===== src/assert_macros.svh =====
// Assertion shorthands shared by the console RTL.
// Both expect clk_i and rst_ni to be in scope.
`ifndef ASSERT_MACROS_SVH
`define ASSERT_MACROS_SVH

// A property that must hold at every clock edge outside reset.
`define TCW_ASSERT(name, prop, msg) \
  name: assert property (@(posedge clk_i) disable iff (!rst_ni) (prop)) \
    else $error(msg);

// A condition that must be followed by another one on the next clock edge.
`define TCW_ASSERT_NEXT(name, pre, post, msg) \
  name: assert property (@(posedge clk_i) disable iff (!rst_ni) (pre) |=> (post)) \
    else $error(msg);

`endif


===== src/tcw_pkg.sv =====
`timescale 1ns / 1ps

package tcw_pkg;

  localparam int COLUMNS    = 80;
  localparam int ROWS       = 25;
  localparam int CELLS      = ROWS * COLUMNS;
  localparam int ADDR_W     = $clog2(CELLS);

  localparam int REQ_W      = 2;
  localparam int CHAR_W     = 8;
  localparam int IDX_W      = 11;
  localparam int CELL_W     = 16;
  localparam int ROW_W      = 5;
  localparam int COL_W      = 7;
  localparam int COLOR_W    = 4;
  localparam int CFG_IDX_W  = 2;
  localparam int SUM_W      = ((IDX_W > ADDR_W) ? IDX_W : ADDR_W) + 1;

  localparam logic [CHAR_W-1:0] NEWLINE_CHAR = 8'h0A;
  localparam logic [CHAR_W-1:0] BLANK_CHAR   = 8'h20;
  localparam logic [CHAR_W-1:0] RESET_ATTR   = 8'h0F;

  localparam logic [CFG_IDX_W-1:0] CFG_FOREGROUND = 2'd0;
  localparam logic [CFG_IDX_W-1:0] CFG_BACKGROUND = 2'd1;

  typedef enum logic [REQ_W-1:0] {
    REQ_PUT   = 2'd0,
    REQ_CLEAR = 2'd1,
    REQ_READ  = 2'd2,
    REQ_NOP   = 2'd3
  } req_e;

  typedef struct packed {
    logic accept;
    logic sweep_step;
    logic sweep_init;
    logic load_out;
  } cmd_t;

  typedef struct packed {
    logic sweep_start;
    logic sweep_last;
  } status_t;

endpackage


===== src/tcw_ctrl.sv =====
`timescale 1ns / 1ps
`include "assert_macros.svh"

module tcw_ctrl (
  input  logic             clk_i,
  input  logic             rst_ni,
  input  logic             in_valid_i,
  output logic             in_ready_o,
  output logic             out_valid_o,
  input  logic             out_ready_i,
  input  tcw_pkg::status_t status_i,
  output tcw_pkg::cmd_t    cmd_o
);

  import tcw_pkg::*;

  typedef enum logic [3:0] {
    S_INIT  = 4'b0001,
    S_IDLE  = 4'b0010,
    S_BLANK = 4'b0100,
    S_DONE  = 4'b1000
  } state_e;

  state_e state_q, state_d;
  logic   out_valid_q, out_valid_d;
  logic   out_free;

  assign out_free = !out_valid_q || out_ready_i;

  always_comb begin
    state_d = state_q;
    cmd_o   = '0;
    unique case (state_q)
      S_INIT: begin
        cmd_o.sweep_step = 1'b1;
        cmd_o.sweep_init = 1'b1;
        if (status_i.sweep_last) begin
          state_d = S_IDLE;
        end
      end
      S_IDLE: begin
        if (in_valid_i) begin
          cmd_o.accept = 1'b1;
          state_d      = status_i.sweep_start ? S_BLANK : S_DONE;
        end
      end
      S_BLANK: begin
        cmd_o.sweep_step = 1'b1;
        if (status_i.sweep_last) begin
          state_d = S_DONE;
        end
      end
      S_DONE: begin
        if (out_free) begin
          cmd_o.load_out = 1'b1;
          state_d        = S_IDLE;
        end
      end
      default: begin
        state_d = S_INIT;
      end
    endcase
  end

  always_comb begin
    if (cmd_o.load_out) begin
      out_valid_d = 1'b1;
    end else if (out_ready_i) begin
      out_valid_d = 1'b0;
    end else begin
      out_valid_d = out_valid_q;
    end
  end

  always_ff @(posedge clk_i or negedge rst_ni) begin
    if (!rst_ni) begin
      state_q     <= S_INIT;
      out_valid_q <= 1'b0;
    end else begin
      state_q     <= state_d;
      out_valid_q <= out_valid_d;
    end
  end

  assign in_ready_o  = (state_q == S_IDLE);
  assign out_valid_o = out_valid_q;

  `TCW_ASSERT_NEXT(a_accept_moves_on, state_q == S_IDLE && in_valid_i,
                   state_q == S_BLANK || state_q == S_DONE, "request not taken up")
  `TCW_ASSERT_NEXT(a_sweep_finishes, state_q == S_BLANK && status_i.sweep_last,
                   state_q == S_DONE, "blanking did not end")

endmodule


===== config.mk =====
export PLATFORM = sky130hd
export DESIGN_NAME = tcw_ctrl
export DESIGN_NICKNAME = d
export VERILOG_FILES = /design/src/tcw_pkg.sv /design/src/tcw_ctrl.sv
export VERILOG_INCLUDE_DIRS = /design/src /design/src/src
export SDC_FILE = /design/constraint.sdc
export NUM_CORES = 1
export LEC_CHECK = 0
export BUFFER_PORTS_ARGS = -buffer_cell sky130_fd_sc_hd__buf_2
export CAP_MARGIN = 20
export CORE_AREA = 2 2 39 41
export CTS_CLUSTER_SIZE = 30
export DETAILED_ROUTE_END_ITERATION = 16
export DIE_AREA = 0 0 41 43
export GPL_ROUTABILITY_DRIVEN = 1
export PLACE_DENSITY = 0.47
export SYNTH_ARGS = -nofsm -noshare
export SYNTH_HDL_FRONTEND = slang
export SYNTH_SLANG_ARGS = --single-unit

===== constraint.sdc =====
create_clock -name clk_i -period 3.15 [get_ports clk_i]
set_clock_uncertainty 0.05 [all_clocks]
set_input_delay 0.63 -clock clk_i [delete_from_list [all_inputs] [get_ports clk_i]]
set_output_delay 0.63 -clock clk_i [all_outputs]
set_load 0.02 [all_outputs]

## Yosys cells after proc, flatten, opt, wreduce, memory -nomap -nowiden

Cells that the tools add are included.

| cells by class | value |
|---|---|
| add/sub/neg operators | 0 |
| shift-type cells | 0 |
| multiplexer cells | 14 |
| equality and inequality tests | 8 |
| reductions and logical operators | 5 |
| multiply operators | 0 |
| divide/modulo/power cells | 0 |
| $lt $le $gt $ge | 0 |
| bitwise logic cells | 0 |

Operator list:

| kind | count |
|---|---|
| 2-to-1 mux 4 bit | 5 |
| case mux 4 bit (4 select lines) | 1 |
| 2-to-1 mux 1 bit | 8 |
| inequality test 2 bit, second input constant | 4 |
| == test 4 x 1 -> 1 bit, second input constant | 1 |
| == test 4 x 2 -> 1 bit, second input constant | 1 |
| == test 4 x 3 -> 1 bit, second input constant | 1 |
| == test 4 bit, second input constant | 1 |
| AND reduction 4 bit | 1 |
| nonzero test 2 bit | 1 |
| OR reduction 2 bit | 1 |
| zero test 1 bit | 1 |
| logical OR 1 bit | 1 |

| word-level totals | value |
|---|---|
| register bits after elaboration | 5 |
| input bits | 6 |
| ROM bits | 0 |
| word-level logic and storage cells | 29 |
| memories | 0 |
| memory bits (writable) | 0 |
| bits in latches | 0 |
| output and inout bits | 6 |

## Logic depth before layout (Yosys ltp)

Gate-level depths: netlist of the first run.

| logic depth | value |
|---|---|
| depth in word-level cells | 5 |
| gate-level depth with buffers | 5 |
| depth with buffers taken out | 3 |

## Worst setup path after synthesis of the first run

No wires, ideal clock.

| timing | value |
|---|---|
| path type | register to output |
| start point | register state_q[0] |
| end point | output cmd_o[1] (netlist bit) |
| path slack | 1075 ps |
| arrival time | 1395 ps |
| buffers on the path | 0 |
| stages on the path, launching flop included | 2 |
| required time | 2470 ps |
| cells stage by stage | dfstp_2 nor4b_1 |

RTL lines:

| item | line | RTL |
|---|---|---|
| from (decl) | tcw_ctrl.sv:24 | `state_e state_q, state_d;` |
| from (signal assigned) | tcw_ctrl.sv:80 | `state_q <= state_d;` |
| to (decl) | tcw_ctrl.sv:12 | `output tcw_pkg::cmd_t cmd_o` |

==> impl_metrics.csv, run 1 <==
group,metric,value,unit
worst_setup_path,rr_startpoint,"state_q[3]$_DFFE_PN0P_",
synthesis,synth_cells,34,
place,io_buffers,11,
worst_setup_path,critPathMaxStageDelay,0.48,ns
synthesis,synth.mux.area_fraction,0,
cells_and_area,layout.core_utilization,0.301,
sta,setup_ws,1.03,ns
clocking,htree_levels,1,
worst_setup_path,path_class,"flip-flop to primary output",
synthesis,post_synth_adder_cell_area,0,
global_routing,grt_antenna_before_repair,0,
place,finalWeightedCongestion,0.729,
routing,detailedRoute.firstIterationViolations,0,
cells_and_area,fin_nets,53,
cells_and_area,drive_gt1_frac,0.391,
global_routing,vias_in_the_first_global_route,306,
sta,final_period_minus_worst_setup_slack,2.12,ns
routing,post-route-drc-count,0,
clocking,cts_setup_buffers,0,
clocking,clk_root_buffer_cell,"sky130_fd_sc_hd__clkbuf_4",
sta,maxSlewHeadroom,0.750,
routing,finalWirelength,674,um
power_and_ir_drop,ir_drop,0.412,mV
worst_hold_path,worst_hold_path_type,"input pin to asynchronous set/reset pin",
sta,fin_tns_setup,0,ns
routing,detail-route-antenna-nets,0,
global_routing,grt.overflow.total,0,
place,setup_slack_at_placement,1.30,ns
worst_setup_path,arrival,1.44,ns
cells_and_area,number_of_antenna_diodes,0,
sta,rsz_0062_raised_after_global_routing,"no",
sta,maxClockFrequency,0.473,GHz
floorplan,placement_rows,14,
sta,report.final.setup_viol,0,
routing,num_vias,281,
clocking,cts_buffers,3,
clocking,clock_path_buffers,2,
cells_and_area,multiInputGateArea,178,sq um
synthesis,synth_sequential_area_ratio,0.377,
synthesis,mappedNetlistNets,40,
worst_setup_path,timing.critical_path.from,"state_q[3]$_DFFE_PN0P_",
worst_setup_path,endpoint_kind,"primary output",
routing,first_pass_iteration_count_of_the_detailed_router,1,
synthesis,ys_ff_latch,5,
global_routing,grt_max_degree,10,
floorplan,design.portCount,12,
routing,viasPerCell,4.53,
cells_and_area,nFillCells,154,
power_and_ir_drop,leakage,0.201,nW
global_routing,gr-usage-all-layers,0.114,
synthesis,synth_simple_gate_area_share,0.332,
clocking,cts_num_sinks,5,
clocking,cts-resized-gates,0,
worst_setup_path,crit_required,2.47,ns
routing,routed_wire_length_per_instance,10.9,um
sta,finalHoldWorstSlack,0.145,ns
sta,worst-slew-pin-transition,0.376,ns
worst_setup_path,critical_path.slowest_cell,"sky130_fd_sc_hd__dfrtp_1",
outcome,run_status,"complete, no violations",
synthesis,synth-warning-count,0,
clocking,insertion_delay,0.24,ns
synthesis,synth-xor-area-share,0.0522,
cells_and_area,mostFrequentLayoutCells,"11 x sky130_fd_sc_hd__buf_2, 4 x sky130_fd_sc_hd__dfrtp_1",
floorplan,chipHeight,43,um
sta,finalHoldViolCount,0,
worst_setup_path,cp_max_fo,8,
floorplan,initial_core_utilization,0.242,
synthesis,synthesis.area_per_instance,9.86,sq um
clocking,tritoncts,"done",
synthesis,synth_top_family_by_area,"simple AND/OR/NAND/NOR gates",
floorplan,dieWidth,41,um
sta,finalMaxSlewViolations,0,
synthesis,syn_area,335,sq um
worst_setup_path,cp-start-kind,"flip-flop",
clocking,clk_pin_slew_worst_paths,0.05,ns
worst_setup_path,crit_chain,"nor4b_4 > and2_4 > buf_2",
cells_and_area,commonest_non_fill_non_tap_cell_in_the_layout,"sky130_fd_sc_hd__buf_2",
floorplan,core_area,0.00138,sq mm
floorplan,die_area,0.00176,sq mm
sta,min_period_over_period,0.672,
power_and_ir_drop,power_density,827,mW/mm^2
synthesis,synth_compound_area_frac,0.146,
synthesis,yosysUniqueCellTypes,23,
cells_and_area,syn_to_final_growth,24.3,%
place,dpl.hpwl,541,um
job,cap_violations,0,
clocking,cts-hold-fix-buffers,0,
global_routing,grt_pass1_wl,1270,um
cells_and_area,seqCellArea,126,sq um
layer usage:
layer	track usage	part of all wire	up-vias
met4	0.100	0	0
met1	0.155	0.47	128
li1	-	-	144
met5	0	0	-
met2	0.138	0.47	9
met3	0.0314	0.056	0
final timing paths:
path,end,slack (ns),depth (start not counted)
setup / recovery,cmd_o[3],1.03,3
hold / removal,out_valid_o$_DFFE_PN0P_,0.14,1
setup reg to reg,state_q[2]$_DFFE_PN0P_,1.88,3
hold reg to reg,out_valid_o$_DFFE_PN0P_,0.47,2
max in group asynchronous,state_q[0]$_DFFE_PN1P_,2.69,1
min in group clk_i,out_valid_o$_DFFE_PN0P_,0.47,2
through the flow:
step                cells  total power, W  area, sq um
floorplan              34        0.000232          335
global placement       58        0.000274          390
detailed placement     58        0.000272          390
CTS                    62        0.000350          417
global route           62        0.000373          417
finish                 62        0.000344          417
synth_stat cells, drive strengths merged:
master	instances	share of area
dfrtp	4	0.30
buf	3	0.060
inv	3	0.034
nand2	3	0.034
nor2	3	0.034
nor2b	2	0.037
nor4b	2	0.097
a211oi	1	0.022
a21oi	1	0.015
a221oi	1	0.026
a311oi	1	0.026
a32o	1	0.030
and2	1	0.026
and3b	1	0.026
dfstp	1	0.078
nand2b	1	0.019
nor3	1	0.030
nor4bb	1	0.030
o32ai	1	0.026
xnor2	1	0.026
xor2	1	0.026
area by class of cell:
class / instances / share of cell area
Multi-Input combinational cell: 23 / 0.426
Sequential cell: 5 / 0.303
Timing Repair Buffer: 11 / 0.132
Clock buffer: 4 / 0.0631
Tap cell: 16 / 0.0480
Inverter: 3 / 0.0270
worst max-delay path, delay by kind of cell (launching register included):
kind,cells,cell delay [ns]
buffers and inverters,1,0.15
and+or+nand+nor,2,0.56
DFF,1,0.48
power breakdown:
part           internal, W  switching (W)  leakage [nW]   total, W
Sequential       0.0000852      0.0000368        0.0650   0.000122
Combinational    0.0000698      0.0000776         0.121   0.000147
Clock            0.0000480      0.0000270        0.0150  0.0000750
flip-flops by register name (all words and copies together), names as in the netlist:
signal	flops
out_valid_o	1
state_q	4
logic make-up after synthesis:
logic type / count (synthesis)
AND/OR/NAND/NOR: 15
XOR/XNOR: 2
flip-flops: 5
AO/OA/AOI/OAI: 6
buffers and inverters: 6
Note: power is estimated with default switching activity, not from simulation.
==> inputs of run 2 (changes only) <==
--- a/config.mk
+++ b/config.mk
@@ -13,7 +13,7 @@
 export DETAILED_ROUTE_END_ITERATION = 16
 export DIE_AREA = 0 0 41 43
 export GPL_ROUTABILITY_DRIVEN = 1
-export PLACE_DENSITY = 0.47
+export PLACE_DENSITY = 0.49
 export SYNTH_ARGS = -nofsm -noshare
 export SYNTH_HDL_FRONTEND = slang
 export SYNTH_SLANG_ARGS = --single-unit
==> constraint.sdc (replaced) <==
create_clock -name clk_i -period 1.8 [get_ports clk_i]
set_clock_uncertainty 0.05 [all_clocks]
set_input_delay 0.36 -clock clk_i [delete_from_list [all_inputs] [get_ports clk_i]]
set_output_delay 0.36 -clock clk_i [all_outputs]
set_load 0.02 [all_outputs]
==> run 2 against run 1 <==
Effect of this change: worst hold slack better by 0.14 ns; flip-flop and latch count did not move; setup slack got worse by 1.0 ns; global-route usage fell by 0.69 points; via count up 13%; critical path depth stayed put; register-to-register slack got worse by 1.4 ns; sequential share of layout area fell by 3.4 points; clock power rose by 64%; highest routed layer unchanged.
==> impl_metrics.csv, run 2 (synthesized netlist as in run 1, its figures left out) <==
group,metric,value,unit
cells_and_area,fin_nets,59,
clocking,htree_levels,1,
cells_and_area,commonest_non_fill_non_tap_cell_in_the_layout,"sky130_fd_sc_hd__buf_2",
sta,maxSlewHeadroom,0.811,
floorplan,die_area,0.00176,sq mm
job,cap_violations,0,
global_routing,grt.overflow.total,0,
routing,detailedRoute.firstIterationViolations,10,
worst_setup_path,cp_max_fo,3,
worst_setup_path,rr_startpoint,"state_q[2]$_DFFE_PN0P_",
worst_hold_path,worst_hold_path_type,"input pin to flip-flop",
sta,worst-slew-pin-transition,0.283,ns
power_and_ir_drop,power_density,1390,mW/mm^2
floorplan,chipHeight,43,um
worst_hold_path,worstHoldEndpoint,"state_q[0]$_DFFE_PN1P_",
global_routing,grt_pass1_wl,1210,um
global_routing,busiest_layer,"met1",
global_routing,met1_grt_util,0.153,
routing,num_vias,318,
floorplan,dieWidth,41,um
global_routing,grt_antenna_before_repair,0,
worst_setup_path,path_class,"flip-flop to primary output",
cells_and_area,nFillCells,142,
worst_setup_path,worstRegToRegCells,4,
worst_hold_path,hp-start,"status_i[0]",
routing,detail-route-antenna-nets,0,
power_and_ir_drop,leakage,0.238,nW
routing,finalWirelength,757,um
sta,maxClockFrequency,0.565,GHz
power_and_ir_drop,report.power.total,0.000672,W
cells_and_area,mostFrequentLayoutCells,"11 x sky130_fd_sc_hd__buf_2, 5 x sky130_fd_sc_hd__buf_4",
routing,post-route-drc-count,0,
global_routing,grt_use_met3,0.0314,
worst_setup_path,crit_required,1.39,ns
worst_hold_path,min_delay_path_depth,2,
cells_and_area,layout.cells.non_filler,68,
clocking,insertion_delay,0.23,ns
cells_and_area,multiInputGateArea,193,sq um
sta,report.final.setup_viol,0,
sta,min_period_over_period,0.984,
global_routing,grt_max_degree,10,
clocking,cts_buffers,3,
floorplan,design.portCount,12,
worst_setup_path,cp-start-kind,"flip-flop",
power_and_ir_drop,ir_drop,0.702,mV
clocking,clk_root_buffer_cell,"sky130_fd_sc_hd__clkbuf_4",
sta,finalHoldViolCount,0,
worst_setup_path,r2r-end,"state_q[1]$_DFFE_PN0P_",
global_routing,gr-usage-all-layers,0.107,
cells_and_area,syn_to_final_growth,44.0,%
global_routing,vias_in_the_first_global_route,269,
worst_setup_path,reg2reg_setup_slack,0.51,ns
sta,setup_ws,0.0296,ns
floorplan,initial_core_utilization,0.242,
cells_and_area,layout.core_utilization,0.349,
outcome,run_status,"complete, no violations",
place,setup_slack_at_placement,0.185,ns
sta,finalMaxSlewViolations,0,
sta,final_period_minus_worst_setup_slack,1.77,ns
place,dpl.hpwl,508,um
clocking,tritoncts,"done",
cells_and_area,max_flop_register,"state_q",
global_routing,gr-usage-met2,0.128,
cells_and_area,largest_register_ffs,4,
place,finalWeightedCongestion,0.670,
worst_setup_path,arrival,1.36,ns
floorplan,core_area,0.00138,sq mm
routing,first_pass_iteration_count_of_the_detailed_router,4,
cells_and_area,drive_gt1_frac,0.519,
cells_and_area,seqCellArea,130,sq um
clocking,cts_num_sinks,5,
floorplan,placement_rows,14,
cells_and_area,number_of_antenna_diodes,0,
routing,viasPerCell,4.68,
clocking,clock_path_buffers,2,
routing,routed_wire_length_per_instance,11.1,um
clocking,clk_pin_slew_worst_paths,0.04,ns
worst_setup_path,endpoint_kind,"primary output",
place,io_buffers,11,
place,placedCellCount,58,
sta,finalHoldWorstSlack,0.286,ns
-- run 2: cell types whose count changed in the layout (fill, tap and decap cells not counted) --
| cell | delta |
|---|---|
| sky130_fd_sc_hd__buf_4 | +5 |
| sky130_fd_sc_hd__dfrtp_1 | -3 |
| sky130_fd_sc_hd__dfrtp_2 | +3 |
| sky130_fd_sc_hd__dlygate4sd3_1 | +1 |
| sky130_fd_sc_hd__nor4b_1 | -1 |
| sky130_fd_sc_hd__nor4b_4 | +1 |
-- run 2: repair_timing --
action	CTS	global route
pin swaps	1	1
hold buffers	1	0
gates resized for setup	3	1
endpoints found under the setup margin	1	2
cloned	0	0
setup buffers	2	3
endpoints found under the hold margin	4	0
-- run 2: worst max-delay path by stage --
stage               depth (start not counted)                    from  endpoint  slack (ns)
CTS                                         3  state_q[3]$_DFFE_PN0P_  cmd_o[3]        0.02
finish                                      3  state_q[2]$_DFFE_PN0P_  cmd_o[3]        0.03
global route                                3  state_q[2]$_DFFE_PN0P_  cmd_o[3]       -0.02
detailed placement                          3  state_q[3]$_DFFE_PN0P_  cmd_o[3]        0.18
global placement                            3  state_q[3]$_DFFE_PN0P_  cmd_o[3]        0.21
floorplan                                   3  state_q[3]$_DFFE_PN0P_  cmd_o[3]        0.18
-- run 2: metal layers --
layer  vias to the layer above  share of wire
met1                       142           0.50
li1                        158              -
met5                         -              0
met3                         0          0.062
met2                        18           0.44
met4                         0              0
-- run 2: stage by stage --
| step | TNS, ns | instance area [sq um] |
|---|---|---|
| floorplan | 0 | 342 |
| global placement | 0 | 397 |
| global route | -0.0214 | 483 |
| detailed placement | 0 | 397 |
| CTS | 0 | 452 |
| finish | 0 | 483 |
-- run 2: where the power goes --
group	switching, W	internal (W)
combinational	0.000157	0.000169
sequential	0.0000688	0.000153
clock	0.0000398	0.0000834
total	0.000266	0.000406
-- run 2: cell type report --
class / instances / area share
timing repair buffer: 17 / 0.212
tap: 16 / 0.0415
clock buffer: 4 / 0.0544
sequential: 5 / 0.269
inverter: 3 / 0.0233
multi-input combinational: 23 / 0.399
-- run 2: worst max-delay path: stages (launching register included) --
cell and delay, ns:
sky130_fd_sc_hd__dfrtp_2 0.43, sky130_fd_sc_hd__nor4b_4 0.35, sky130_fd_sc_hd__and2_4 0.20, sky130_fd_sc_hd__buf_2 0.15
==> inputs of run 3 (changes only) <==
==> constraint.sdc (replaced) <==
create_clock -name clk_i -period 1.8 [get_ports clk_i]
set_clock_uncertainty 0.05 [all_clocks]
set_input_delay 0.09 -clock clk_i [delete_from_list [all_inputs] [get_ports clk_i]]
set_output_delay 0.09 -clock clk_i [all_outputs]
set_load 0.02 [all_outputs]
==> run 3 against run 2 <==
Effect of this change: global-route usage shrank 0.51 points; fmax grew 12%; first-iteration DRC count shrank 60%; via count shrank 9.4%; flip-flop and latch count is the same; largest power group unchanged; cell area shrank 12%; register-to-register slack is essentially flat; critical path depth is the same; utilization shrank 4.1 points; largest cell class unchanged; non-clock buffer count shrank 5.
==> impl_metrics.csv, run 3 (synthesized netlist as in run 1, its figures left out) <==
group,metric,value,unit
cells_and_area,multiInputGateArea,178,sq um
sta,min_period_over_period,0.878,
routing,top_layer,"met3",
power_and_ir_drop,switching_share,0.415,
clocking,cts_buffers,3,
sta,maxSlewHeadroom,0.768,
place,dpl.hpwl,527,um
floorplan,dieWidth,41,um
routing,dr_wl_met2,295,um
worst_setup_path,crit_required,1.66,ns
routing,routed_wire_length_per_instance,10.8,um
clocking,clk_root_buffer_cell,"sky130_fd_sc_hd__clkbuf_4",
power_and_ir_drop,leakage,0.205,nW
power_and_ir_drop,report.power.total,0.000609,W
worst_setup_path,cp-start-kind,"flip-flop",
global_routing,vias_in_the_first_global_route,266,
outcome,run_status,"complete, no violations",
routing,num_vias,288,
global_routing,grt_pass1_wl,1150,um
routing,first_pass_iteration_count_of_the_detailed_router,4,
sta,fin_tns_setup,0,ns
floorplan,placement_rows,14,
power_and_ir_drop,power.internal,0.000357,W
floorplan,initial_core_utilization,0.242,
worst_setup_path,arrival,1.44,ns
power_and_ir_drop,pwr-share-clk,0.213,
power_and_ir_drop,ir_drop,0.793,mV
cells_and_area,drive_gt1_frac,0.383,
power_and_ir_drop,power.switching,0.000253,W
routing,finalWirelength,683,um
cells_and_area,largest_register_ffs,4,
global_routing,grt_antenna_before_repair,0,
cells_and_area,number_of_antenna_diodes,0,
sta,final_period_minus_worst_setup_slack,1.58,ns
clocking,cts_num_sinks,5,
floorplan,die_area,0.00176,sq mm
worst_setup_path,path_class,"flip-flop to primary output",
power_and_ir_drop,power_density,1430,mW/mm^2
sta,finalHoldViolCount,0,
worst_setup_path,rr_startpoint,"state_q[3]$_DFFE_PN0P_",
cells_and_area,mostFrequentLayoutCells,"11 x sky130_fd_sc_hd__buf_2, 4 x sky130_fd_sc_hd__dfrtp_1",
worst_hold_path,worst_hold_path_type,"input pin to flip-flop",
clocking,cts_setup_buffers,0,
cells_and_area,syn_to_final_growth,27.2,%
clocking,clk_pin_slew_worst_paths,0.04,ns
worst_setup_path,endpoint_kind,"primary output",
cells_and_area,max_flop_register,"state_q",
sta,rsz_0062_raised_after_global_routing,"no",
global_routing,grt_max_degree,10,
power_and_ir_drop,combPwrFrac,0.434,
routing,viasPerCell,4.57,
cells_and_area,layout.cells.non_filler,63,
cells_and_area,nFillCells,146,
worst_setup_path,cp_max_fo,8,
worst_hold_path,worstHoldEndpoint,"state_q[1]$_DFFE_PN0P_",
sta,worst-slew-pin-transition,0.343,ns
place,setup_slack_at_placement,0.490,ns
cells_and_area,fin_nets,54,
place,finalWeightedCongestion,0.617,
sta,report.final.setup_viol,0,
place,io_buffers,11,
cells_and_area,commonest_non_fill_non_tap_cell_in_the_layout,"sky130_fd_sc_hd__buf_2",
power_and_ir_drop,power.sequential.fraction,0.353,
worst_setup_path,worstRegToRegCells,3,
sta,finalMaxSlewViolations,0,
clocking,tritoncts,"done",
floorplan,core_area,0.00138,sq mm
global_routing,gr-usage-all-layers,0.102,
worst_hold_path,min_delay_path_depth,2,
floorplan,design.portCount,12,
routing,wl_met3,60,um
global_routing,grt.overflow.total,0,
routing,detailedRoute.firstIterationViolations,4,
worst_hold_path,hp-start,"in_valid_i",
routing,detail-route-antenna-nets,0,
clocking,clock_path_buffers,2,
place,placedCellCount,58,
floorplan,chipHeight,43,um
sta,setup_ws,0.220,ns
worst_setup_path,r2r-end,"state_q[2]$_DFFE_PN0P_",
cells_and_area,seqCellArea,126,sq um
routing,post-route-drc-count,0,
sta,maxClockFrequency,0.633,GHz
clocking,htree_levels,1,
worst_setup_path,reg2reg_setup_slack,0.52,ns
routing,detail_route.wirelength.met1,327,um
clocking,insertion_delay,0.25,ns
job,cap_violations,0,
run 3: critical path, cell delays in order, from the launching register on:
cell and delay, ns:
sky130_fd_sc_hd__dfrtp_1 0.48, sky130_fd_sc_hd__nor4b_4 0.36, sky130_fd_sc_hd__and2_4 0.20, sky130_fd_sc_hd__buf_2 0.15
run 3: worst max path at each step:
stage | cells after the start | slack, ns | from | end
after floorplan | 2 | 0.02 | state_q[0]$_DFFE_PN1P_ | state_q[0]$_DFFE_PN1P_
after global placement | 3 | 0.46 | state_q[2]$_DFFE_PN0P_ | state_q[3]$_DFFE_PN0P_
after detailed placement | 3 | 0.49 | state_q[3]$_DFFE_PN0P_ | cmd_o[3]
after CTS | 3 | 0.21 | state_q[3]$_DFFE_PN0P_ | cmd_o[3]
after global routing | 3 | 0.11 | state_q[3]$_DFFE_PN0P_ | cmd_o[3]
final | 3 | 0.22 | state_q[3]$_DFFE_PN0P_ | cmd_o[3]
run 3: power groups by stage:
| stage | combinational (W) | clock, W | sequential (W) |
|---|---|---|---|
| after floorplan | 0.000214 | 0 | 0.000191 |
| after global placement | 0.000266 | 0 | 0.000219 |
| after detailed placement | 0.000265 | 0 | 0.000215 |
| after CTS | 0.000269 | 0.000136 | 0.000214 |
| after global routing | 0.000284 | 0.000146 | 0.000219 |
| final | 0.000264 | 0.000130 | 0.000215 |
run 3: through the flow:
stage / util / hold slack, ns / area [sq um]
CTS: 0.308 / 0.00356 / 427
global placement: 0.282 / -0.140 / 390
global route: 0.308 / 0.00954 / 427
floorplan: - / -0.256 / 335
detailed placement: 0.282 / -0.141 / 390
finish: 0.308 / 0.0107 / 427
run 3: cell type report:
type | count | share of cell area
clock buffer | 4 | 0.0616
timing repair buffer | 12 | 0.152
inverter | 3 | 0.0264
sequential | 5 | 0.296
tap | 16 | 0.0469
multi-input combinational | 23 | 0.416
run 3: layer usage:
metal	GRT usage	vias to the layer above
li1	-	144
met1	0.133	131
met2	0.122	13
met3	0.0628	0
met4	0.0600	0
met5	0	-
run 3: timing repair:
action                                  CTS  global route
endpoints found under the setup margin    0             0
hold buffers                              1             0
gates resized for setup                   0             0
endpoints found under the hold margin     5             0
